--- src/plsw_pkg.sv ---
`default_nettype none
package plsw_pkg;

    localparam logic [7:0] CMD_PAGE     = 8'hB0;
    localparam logic [7:0] CMD_COL_HIGH = 8'h10;
    localparam logic [3:0] NIBBLE_MASK  = 4'h0F;
    localparam logic [7:0] BYTE_MASK    = 8'hFF;

    localparam logic CMD_PIXEL = 1'b0;
    localparam logic CMD_BLIT  = 1'b1;

    localparam logic [1:0] BLEND_OVERWRITE = 2'd0;
    localparam logic [1:0] BLEND_OR        = 2'd1;
    localparam logic [1:0] BLEND_CLEAR     = 2'd2;
    localparam logic [1:0] BLEND_KEEP      = 2'd3;

    localparam logic [1:0] WORD_PAGE     = 2'd0;
    localparam logic [1:0] WORD_COL_HIGH = 2'd1;
    localparam logic [1:0] WORD_COL_LOW  = 2'd2;
    localparam logic [1:0] WORD_DATA     = 2'd3;

    typedef struct packed {
        logic       cmd;
        logic [7:0] column;
        logic [6:0] row;
        logic [3:0] page;
        logic       set_bit;
        logic [1:0] blend_mode;
        logic       invert;
        logic [7:0] image_byte;
    } t_in_word;

    typedef struct packed {
        logic [7:0] bus_byte;
        logic       is_command;
        logic       last;
        logic [7:0] stored_byte;
    } t_out_word;

    typedef struct packed {
        logic clear;
        logic accept;
        logic modify;
        logic send_next;
    } t_dp_cmd;

    typedef struct packed {
        logic clear_done;
        logic addr_ok;
        logic last_word;
    } t_dp_stat;

endpackage
`default_nettype wire

--- src/plsw_ctrl.sv ---
`default_nettype none
module plsw_ctrl
    import plsw_pkg::*;
(
    input  wire logic     i_clk,
    input  wire logic     i_rst_n,
    input  wire logic     i_in_valid,
    output logic          o_in_ready,
    output logic          o_out_valid,
    input  wire logic     i_out_ready,
    output t_dp_cmd       o_cmd,
    input  wire t_dp_stat i_stat
);

    typedef enum logic [1:0] {
        ST_CLEAR,
        ST_IDLE,
        ST_MODIFY,
        ST_SEND
    } t_state;

    t_state r_state;
    logic   in_acc;

    // a new word may enter while the data word of the previous one leaves
    assign o_in_ready  = (r_state == ST_IDLE) ||
                         ((r_state == ST_SEND) && i_stat.last_word && i_out_ready);
    assign in_acc      = i_in_valid && o_in_ready;
    assign o_out_valid = (r_state == ST_SEND);

    always_comb begin
        o_cmd.clear     = (r_state == ST_CLEAR);
        o_cmd.accept    = in_acc;
        o_cmd.modify    = (r_state == ST_MODIFY);
        o_cmd.send_next = (r_state == ST_SEND) && i_out_ready;
    end

    always_ff @(posedge i_clk) begin
        if (!i_rst_n) begin
            r_state <= ST_CLEAR;
        end else begin
            case (r_state)
                ST_CLEAR: begin
                    if (i_stat.clear_done) begin
                        r_state <= ST_IDLE;
                    end
                end
                ST_IDLE: begin
                    if (in_acc && i_stat.addr_ok) begin
                        r_state <= ST_MODIFY;
                    end
                end
                ST_MODIFY: begin
                    r_state <= ST_SEND;
                end
                ST_SEND: begin
                    if (i_out_ready && i_stat.last_word) begin
                        // out-of-range words are taken and dropped
                        if (in_acc && i_stat.addr_ok) begin
                            r_state <= ST_MODIFY;
                        end else begin
                            r_state <= ST_IDLE;
                        end
                    end
                end
                default: begin
                    r_state <= ST_IDLE;
                end
            endcase
        end
    end

endmodule
`default_nettype wire

--- config.mk ---
export PLATFORM = sky130hd
export DESIGN_NAME = plsw_ctrl
export DESIGN_NICKNAME = d
export VERILOG_FILES = /design/src/plsw_pkg.sv /design/src/plsw_ctrl.sv
export SDC_FILE = /design/constraint.sdc
export NUM_CORES = 1
export LEC_CHECK = 0
export BUFFER_PORTS_ARGS = -buffer_cell sky130_fd_sc_hd__buf_2
export CELL_PAD_IN_SITES_DETAIL_PLACEMENT = 1
export CELL_PAD_IN_SITES_GLOBAL_PLACEMENT = 1
export CORE_AREA = 2 2 39 41
export DETAILED_ROUTE_END_ITERATION = 10
export DIE_AREA = 0 0 41 43
export PLACE_DENSITY = 0.52
export SYNTH_ARGS = -nofsm -noshare
export SYNTH_HDL_FRONTEND = slang
export SYNTH_SLANG_ARGS = --single-unit
export TNS_END_PERCENT = 100
--- constraint.sdc ---
create_clock -name i_clk -period 1.1 [get_ports i_clk]
set_input_delay 0 -clock i_clk [delete_from_list [all_inputs] [get_ports i_clk]]
set_output_delay 0 -clock i_clk [all_outputs]
set_load 0.1 [all_outputs]
## After elaboration in Yosys (flattened, before gate mapping)

Cells that the tools add are included.

| storage, ports and cells | value |
|---|---|
| input port bits | 7 |
| flip-flop bits (word level) | 2 |
| logic and storage cells | 21 |

| operators by class | value |
|---|---|
| muxes and demuxes | 5 |
| reductions and logical operators | 9 |
| equality and inequality tests | 6 |

Operator list:

| cell | number |
|---|---|
| $mux W2 | 4 |
| $pmux W2 S4 | 1 |
| $logic_and A1 B1 Y1 | 6 |
| $ne A2 B1 Y1 const B | 3 |
| $eq A2 B2 Y1 const B | 2 |
| $reduce_and A3 Y1 | 1 |
| $eq A2 B1 Y1 const B | 1 |
| $logic_not A2 Y1 | 1 |
| $logic_or A1 B1 Y1 | 1 |

## Longest topological paths before layout

Gate-level depths: netlist of the first run.

| logic depth | value |
|---|---|
| word-level depth | 9 |
| depth in mapped cells | 3 |
| gate-level depth less buffers | 2 |

## Worst setup path before layout of the first run

Ideal clock, no wire load.

| timing path | value |
|---|---|
| path kind | register to output |
| start point | register r_state[0] |
| end point | output port o_cmd[1] (netlist bit) |
| arrival | 1.770 ns |
| path slack | -0.670 ns |
| cell stages (with the launch flop) | 3 |
| cell sequence | dfxtp_1 -> clkbuf_2 -> nor2b_1 |

RTL lines:

| what | line | RTL |
|---|---|---|
| start: declaration | plsw_ctrl.sv:22 | `t_state r_state;` |
| start signal: assignment | plsw_ctrl.sv:40 | `r_state <= ST_CLEAR;` |
| start signal: assignment | plsw_ctrl.sv:45 | `r_state <= ST_IDLE;` |
| start signal: assignment | plsw_ctrl.sv:50 | `r_state <= ST_MODIFY;` |
| end: declaration | plsw_ctrl.sv:11 | `output t_dp_cmd o_cmd,` |

==> results.txt, run 1 <==
Diodes inserted: 0
Final-layout fill cell count: 160
Final hold violation count: 0
Vias per cell: 3.88
Wirelength per Cell: 10.4 um
Largest registers: r_state: 2 flops
I/O pin count: 13
Rel. slew slack: 86.9%
Worst path required time: 1.10 ns
Crit end category: primary output
Area occupied by multi-input gates: 97.6 um^2
DRT Pass-1 Iters: 1
Die width: 41 um
Iter 0 DRT Violations: 0
Final Worst Setup Slack: 0.00114 ns
Number of global-route vias before repair: 194
Syn avg cell area: 8.10 um^2
First-pass GRT wire length: 772 um
Area delta synth->final: 153%
Minimum clock period: 1.10 ns
Maximum VDD drop: 397 uV
Count of state elements after synthesis: 2
DRC errors left: 0
Num CTS Buffers: 3
Clk Latency, worst-skew pair: 0.22 ns
Clock buffer depth: 2
HP Class: in2reg
Max reg flops: 2
Total grt overflow: 0
GRT Total Usage: 6.81%
Clock Root Buffer: clkbuf_4
WS Path Type: reg2out
Worst Reg-to-Reg Cells: 3
Yosys cell types: 15
Hold Path Depth: 2
Final cell count without fillers: 48
Initial Util: 9.95%
Clk pin slew, worst setup/hold paths: 0.03 ns
Worst-path fanout max: 3
Dpl ws: 0.166 ns
Via Count: 186
Mapped Nets: 24
Max cap viols: 0
CTS tree: yes
Final WL: 497 um
CP startpoint kind: flop
Tot Pwr: 0.000444 W
Final slew viol count: 0
Final #Nets: 41
Worst EP arrival: 1.10 ns
Largest net degree at the start of global routing: 11
Num rows: 14
Clk sinks: 2
FF/Latch Area: 42.5 um^2
Core Footprint: 0.00138 mm^2
RSZ-0062 raised after global routing: yes
Die area: 0.00176 mm^2
Cells after synthesis: 17
Reg with most FFs: r_state
Leakage: 0.155 nW
P per Cell Area: 1280 mW/mm^2
Antenna violations before repair: 0
Seq/Total Area, Yosys: 29.1%
IO Port Bufs: 12
Slew @ Worst Pin: 0.194 ns
Final setup vio count: 0
Final ANT Viol Nets: 0
Yosys warnings: 0
Achievable frequency: 910 MHz
RD Place Congestion: 0.693
Post-synthesis cell area: 138 um^2
Share of post-route cells with drive strength above 1: 78.1%
H-tree levels: 1
Status: complete, no violations
Placed cell count: 44
DIE HEIGHT: 43 um
Final worst path period share: 99.9%
Clock skew: 0.000646 ns
[cell families after synthesis]
logic type	count (synthesis)	synth area share, %
and+or+nand+nor	9	39.1
AOI/OAI and AO/OA	4	22.7
DFF	2	29.1
buffers and inverters	2	9.09
[where the power goes]
group | total (W) | leakage [nW] | internal [W] | switching [W]
Sequential | 0.0000890 | 0.0172 | 0.0000795 | 0.00000953
Clock | 0.000157 | 0.0138 | 0.000120 | 0.0000369
Combinational | 0.000199 | 0.124 | 0.0000758 | 0.000123
Total | 0.000444 | 0.155 | 0.000275 | 0.000169
[routing by layer]
layer / track usage (%) / up-vias / part of all wire, %
li1: - / 91 / -
met1: 7.96 / 82 / 42
met2: 9.69 / 13 / 48
met3: 1.57 / 0 / 10
met4: 6.00 / 0 / 0
met5: 0 / - / 0
[cells in the final DEF (no fill, tap or decap), types with 2 or more instances in the layout]
master	netlist	routed
buf_2	0	6
buf_12	0	6
clkbuf_4	0	3
buf_4	1	2
dfxtp_2	0	2
[Yosys cell counts, drive strengths merged]
master,count,area (um^2)
nand2,1,3.75
o21ai,1,5.00
dfxtp,2,40.0
nand4,1,6.26
and2,2,13.8
a41oi,1,8.76
and3,3,20.0
o31ai,1,7.51
a21bo,1,10.0
nor2,1,3.75
clkbuf,1,5.00
nor2b,1,6.26
buf,1,7.51
[per-stage QoR]
step | instance area [um^2] | utilization, % | hold slack [ns] | setup TNS (ns)
detailed placement | 309 | 22.3 | 0.262 | 0
floorplan | 144 | - | 0.131 | -0.295
global route | 348 | 25.1 | 0.0507 | -0.0438
global placement | 309 | 22.3 | 0.252 | 0
CTS | 348 | 25.1 | 0.0204 | -0.0102
finish | 348 | 25.1 | 0.0274 | 0
[worst max-delay path, cell delays in order (launching register included)]
cell and delay [ns]:
dfxtp_2 0.30, a21bo_1 0.21, and3_4 0.20, buf_12 0.17
[layout make-up]
cell class / instances / share of cell area (%)
tap: 16 / 5.76
timing repair buffer: 14 / 47.5
sequential: 2 / 12.2
multi-input combinational: 13 / 28.1
clock buffer: 3 / 6.47
[final timing paths]
| kind | slack (ns) | startpoint | to |
|---|---|---|---|
| min | 0.03 | i_stat[1] | r_state[0] |
| min reg2reg | 0.54 | r_state[0] | r_state[1] |
| max reg2reg | 0.16 | r_state[1] | r_state[0] |
| max | 0.001 | r_state[1] | o_cmd[2] |
[timing repair]
action / CTS / global route
buffers inserted: 1 / 0
resized for setup: 4 / 0
hold buffers: 0 / 0
setup endpoints to repair: 4 / 2
pin swaps: 1 / 0
(Power assumes the default switching activity.)
==> run 2, diff against run 1 <==
--- a/config.mk
+++ b/config.mk
@@ -9,9 +9,11 @@
 export CELL_PAD_IN_SITES_DETAIL_PLACEMENT = 1
 export CELL_PAD_IN_SITES_GLOBAL_PLACEMENT = 1
 export CORE_AREA = 2 2 39 41
+export CTS_BUF_LIST = sky130_fd_sc_hd__clkbuf_4 sky130_fd_sc_hd__clkbuf_8
 export DETAILED_ROUTE_END_ITERATION = 10
 export DIE_AREA = 0 0 41 43
 export PLACE_DENSITY = 0.52
+export RECOVER_POWER = 50
 export SYNTH_ARGS = -nofsm -noshare
 export SYNTH_HDL_FRONTEND = slang
 export SYNTH_SLANG_ARGS = --single-unit
==> run 2 against run 1 <==
Combinational power fell by 7%. Hold slack did not move. Via count unchanged. First-iteration DRC count unchanged. Maximum frequency unchanged. Setup slack is the same. Flip-flop and latch count is the same. Total power down 2.8%. Final cell count is the same. Sequential share of layout area grew 0.46 points.
==> results.txt, run 2 (same netlist as run 1, synthesis figures left out) <==
Wirelength per Cell: 10.4 um
Final Worst Setup Slack: 0.00114 ns
Post-Place Cell Area: 309 um^2
P per Cell Area: 1290 mW/mm^2
Minimum clock period: 1.10 ns
Share of post-route cells with drive strength above 1: 78.1%
HP Class: in2reg
Final WL: 501 um
Num CTS Buffers: 3
Clock Root Buffer: clkbuf_4
Area delta synth->final: 144%
Final #Nets: 41
RSZ-0062 raised after global routing: yes
Max reg flops: 2
Worst-path fanout max: 3
Design Area, Final: 335 um^2
Core Footprint: 0.00138 mm^2
Total grt overflow: 0
Hold Path Depth: 2
Antenna violations before repair: 0
Clock skew: 0.000646 ns
Clock share of power: 36.3%
I/O pin count: 13
Switching portion of total power: 38.7%
RD Place Congestion: 0.693
Die width: 41 um
Commonest non-fill, non-tap cells in the layout: 6 x buf_2, 5 x buf_12, 3 x clkbuf_4, 3 x buf_4, 2 x dfxtp_2
Final worst path period share: 99.9%
Worst Reg-to-Reg Cells: 3
Tot Pwr: 0.000432 W
Dpl ws: 0.166 ns
Final cell count without fillers: 48
WS Path Type: reg2out
Final slew viol count: 0
CTS tree: yes
Int Pwr: 0.000265 W
Placed cell count: 44
Crit-path leading delay family: flip-flops
Crit end category: primary output
Final setup vio count: 0
GRT Total Usage: 6.81%
Clock buffer depth: 2
Largest net degree at the start of global routing: 11
Rel. slew slack: 81.6%
Area occupied by multi-input gates: 97.6 um^2
Largest registers: r_state: 2 flops
Cells along the critical path: a21bo_1 > and3_4 > buf_12
R2R Path Start: r_state[1]
Number of global-route vias before repair: 194
Clk pin slew, worst setup/hold paths: 0.03 ns
Maximum VDD drop: 397 uV
Achievable frequency: 910 MHz
DIE HEIGHT: 43 um
Iter 0 DRT Violations: 0
HP Start: i_stat[1]
Clk sinks: 2
NetSw: 0.000167 W
DRC errors left: 0
Via Count: 186
Status: complete, no violations
Slew @ Worst Pin: 0.278 ns
CP bufs+invs: 1
CP startpoint kind: flop
CP max stage cell: dfxtp_2
CP peak stage delay: 0.30 ns
Flop pwr share: 20.6%
H-tree levels: 1
Vias per cell: 3.88
Most common cell after layout, fill and taps aside: buf_2
Num rows: 14
Hold Buf Count CTS: 0
Hold Path Sink: r_state[0]
Final-layout fill cell count: 162
Diodes inserted: 0
Worst EP arrival: 1.10 ns
Reg with most FFs: r_state
Register-to-register setup slack: 0.16 ns
First-pass GRT wire length: 772 um
IO Port Bufs: 12
Leakage: 0.150 nW
FF-to-FF End: r_state[0]
Max cap viols: 0
Combinational power share: 43.1%
Worst path required time: 1.10 ns
FF/Latch Area: 42.5 um^2
Initial Util: 9.95%
Clk Latency, worst-skew pair: 0.22 ns
Final ANT Viol Nets: 0
DRT Pass-1 Iters: 1
Final hold violation count: 0
Die area: 0.00176 mm^2
## run 2: metrics by stage
step                setup TNS [ns]  hold WS, ns  utilization, %
finish                           0       0.0274            24.2
global route               -0.0438       0.0507            24.2
CTS                        -0.0102       0.0204            25.1
detailed placement               0        0.262            22.3
global placement                 0        0.252            22.3
floorplan                   -0.295        0.131               -
## run 2: cell type report
class	instances	share of cell area (%)
multi-input cells	13	29.1
flip-flops and latches	2	12.7
clock buffers	3	6.72
repair buffers	14	45.5
well taps	16	5.97
## run 2: power by group through the flow
stage / registers [W] / logic, W / clock network [W]
finish: 0.0000890 / 0.000186 / 0.000157
global route: 0.0000898 / 0.000193 / 0.000168
CTS: 0.0000890 / 0.000200 / 0.000167
detailed placement: 0.0000880 / 0.000193 / 0
global placement: 0.0000872 / 0.000193 / 0
floorplan: 0.0000819 / 0.000124 / 0
## run 2: metal layers
metal	global-route usage [%]	wire [um]
met5	0	0
met4	6.00	0
met3	1.57	56
met2	9.69	238
met1	7.96	207
## run 2: how the worst max path moves through the flow
stage	start	slack [ns]	depth (start not counted)	to
after floorplan	r_state[0]	-0.15	2	o_cmd[1]
after global placement	r_state[1]	0.19	3	o_cmd[2]
after detailed placement	r_state[0]	0.17	2	o_cmd[2]
after CTS	r_state[1]	-0.01	3	o_cmd[2]
after global routing	r_state[1]	-0.03	3	o_cmd[2]
final	r_state[1]	0.001	3	o_cmd[2]
## run 2: worst reg2reg max path: stages, from the launching register on
cell	delay [ns]
dfxtp_2	0.31
a21bo_1	0.22
buf_4	0.13
a41oi_1	0.19
## run 2: repair_timing
action	CTS	global route
setup buffers	1	0
endpoints found under the setup margin	4	2
pin swaps	1	0
resized for setup	4	0
hold endpoints to repair	0	0
==> run 3, diff against run 2 <==
--- a/config.mk
+++ b/config.mk
@@ -6,13 +6,11 @@
 export NUM_CORES = 1
 export LEC_CHECK = 0
 export BUFFER_PORTS_ARGS = -buffer_cell sky130_fd_sc_hd__buf_2
-export CELL_PAD_IN_SITES_DETAIL_PLACEMENT = 1
-export CELL_PAD_IN_SITES_GLOBAL_PLACEMENT = 1
 export CORE_AREA = 2 2 39 41
 export CTS_BUF_LIST = sky130_fd_sc_hd__clkbuf_4 sky130_fd_sc_hd__clkbuf_8
 export DETAILED_ROUTE_END_ITERATION = 10
 export DIE_AREA = 0 0 41 43
-export PLACE_DENSITY = 0.52
+export PLACE_DENSITY = 0.42
 export RECOVER_POWER = 50
 export SYNTH_ARGS = -nofsm -noshare
 export SYNTH_HDL_FRONTEND = slang
==> run 3 against run 2 <==
Total power increased by 3.1%. Final cell count did not move. Critical endpoint unchanged. Die area did not move. Largest power group unchanged. Critical path type unchanged.
==> results.txt, run 3 (same netlist as run 1, synthesis figures left out) <==
H-tree levels: 1
Area delta synth->final: 153%
Clock Root Buffer: clkbuf_4
Hold Buf Count CTS: 0
Die width: 41 um
Final ANT Viol Nets: 0
CP bufs+invs: 1
FF-to-FF End: r_state[0]
Register-to-register setup slack: 0.18 ns
Status: complete, no violations
Worst EP arrival: 1.10 ns
Max cap viols: 0
CP max stage cell: dfxtp_2
WS Path Type: reg2out
Crit-path leading delay family: flip-flops
NetSw: 0.000170 W
Share of post-route cells with drive strength above 1: 78.1%
Via Count: 191
First-pass GRT wire length: 786 um
Final worst path period share: 99.9%
Num rows: 14
Slew @ Worst Pin: 0.209 ns
Core Footprint: 0.00138 mm^2
Final hold violation count: 0
Final #Nets: 41
Fin util: 25.1%
Worst-path fanout max: 3
CTS tree: yes
Worst path required time: 1.10 ns
Cells along the critical path: a21bo_1 > and3_4 > buf_12
P per Cell Area: 1280 mW/mm^2
Leakage: 0.155 nW
Vias per cell: 3.98
Area occupied by multi-input gates: 97.6 um^2
Crit end category: primary output
Largest net degree at the start of global routing: 11
Commonest non-fill, non-tap cells in the layout: 6 x buf_2, 6 x buf_12, 3 x clkbuf_4, 2 x buf_4, 2 x dfxtp_2
Design Area, Final: 348 um^2
Reg with most FFs: r_state
CP peak stage delay: 0.30 ns
Clock buffer depth: 2
DRC errors left: 0
RD Place Congestion: 0.668
Wirelength per Cell: 9.44 um
GRT Total Usage: 6.91%
Num CTS Buffers: 3
Maximum VDD drop: 515 uV
Diodes inserted: 0
Int Pwr: 0.000275 W
Hold Path Sink: r_state[0]
Final Worst Setup Slack: 0.00100 ns
FF/Latch Area: 42.5 um^2
Die area: 0.00176 mm^2
Total negative setup slack: 0 ns
RSZ-0062 raised after global routing: yes
Final slew viol count: 0
DRT Pass-1 Iters: 4
Final-layout fill cell count: 146
HP Start: i_stat[1]
Switching portion of total power: 38.1%
DIE HEIGHT: 43 um
Clock skew: 0.00238 ns
Final setup vio count: 0
Clock share of power: 35.7%
Largest registers: r_state: 2 flops
Number of global-route vias before repair: 203
Minimum clock period: 1.10 ns
R2R Path Start: r_state[1]
Clk sinks: 2
Flop pwr share: 19.8%
Final WL: 453 um
Clk Latency, worst-skew pair: 0.22 ns
Total grt overflow: 0
Initial Util: 9.95%
I/O pin count: 13
Clk pin slew, worst setup/hold paths: 0.03 ns
Achievable frequency: 910 MHz
HP Class: in2reg
Antenna violations before repair: 0
Rel. slew slack: 85.9%
Hold Path Depth: 2
Iter 0 DRT Violations: 5
Post-Place Cell Area: 309 um^2
CP startpoint kind: flop
Worst Reg-to-Reg Cells: 3
Max reg flops: 2
Dpl ws: 0.179 ns
IO Port Bufs: 12
Combinational power share: 44.5%
==> run 3: metal layers <==
metal,global-route usage [%],share of wire (%)
met1,10.2,45
met2,6.88,37
met3,3.14,18
met4,6.00,0
met5,0,0
==> run 3: metrics by stage <==
stage	hold slack, ns	total power, W	cells
CTS	0.0114	0.000458	48
global route	0.0304	0.000478	48
global placement	0.254	0.000280	44
floorplan	0.131	0.000206	17
finish	0.0226	0.000445	48
detailed placement	0.260	0.000280	44
==> run 3: area by class of cell <==
cell class	count	share of cell area [%]
clock buffers	3	6.47
repair buffers	14	47.5
flip-flops and latches	2	12.2
multi-input cells	13	28.1
well taps	16	5.76
==> run 3: power by group through the flow <==
stage	clock network [W]	logic [W]	registers, W
6_report	0.000159	0.000198	0.0000883
5_1_grt	0.000182	0.000206	0.0000899
4_1_cts	0.000171	0.000199	0.0000881
3_5_place_dp	0	0.000193	0.0000875
3_3_place_gp	0	0.000193	0.0000870
2_1_floorplan	0	0.000124	0.0000819
==> run 3: worst max-delay path by stage <==
stage	from	to	slack (ns)	depth (start not counted)
CTS	r_state[1]	o_cmd[2]	-0.02	3
finish	r_state[1]	o_cmd[2]	0.001	3
floorplan	r_state[0]	o_cmd[1]	-0.15	2
global placement	r_state[1]	o_cmd[2]	0.20	3
global route	r_state[1]	o_cmd[2]	-0.05	3
detailed placement	r_state[1]	o_cmd[2]	0.18	3
==> run 3: worst register-to-register path: stages (launching register included) <==
cell and delay [ns]:
dfxtp_2 0.31, a21bo_1 0.22, buf_4 0.14, a41oi_1 0.18
==> run 3: repair_timing <==
action / in CTS / in global routing
buffers inserted: 1 / 0
pin swaps: 1 / 0
gates resized for setup: 4 / 0
setup endpoints to repair: 4 / 2
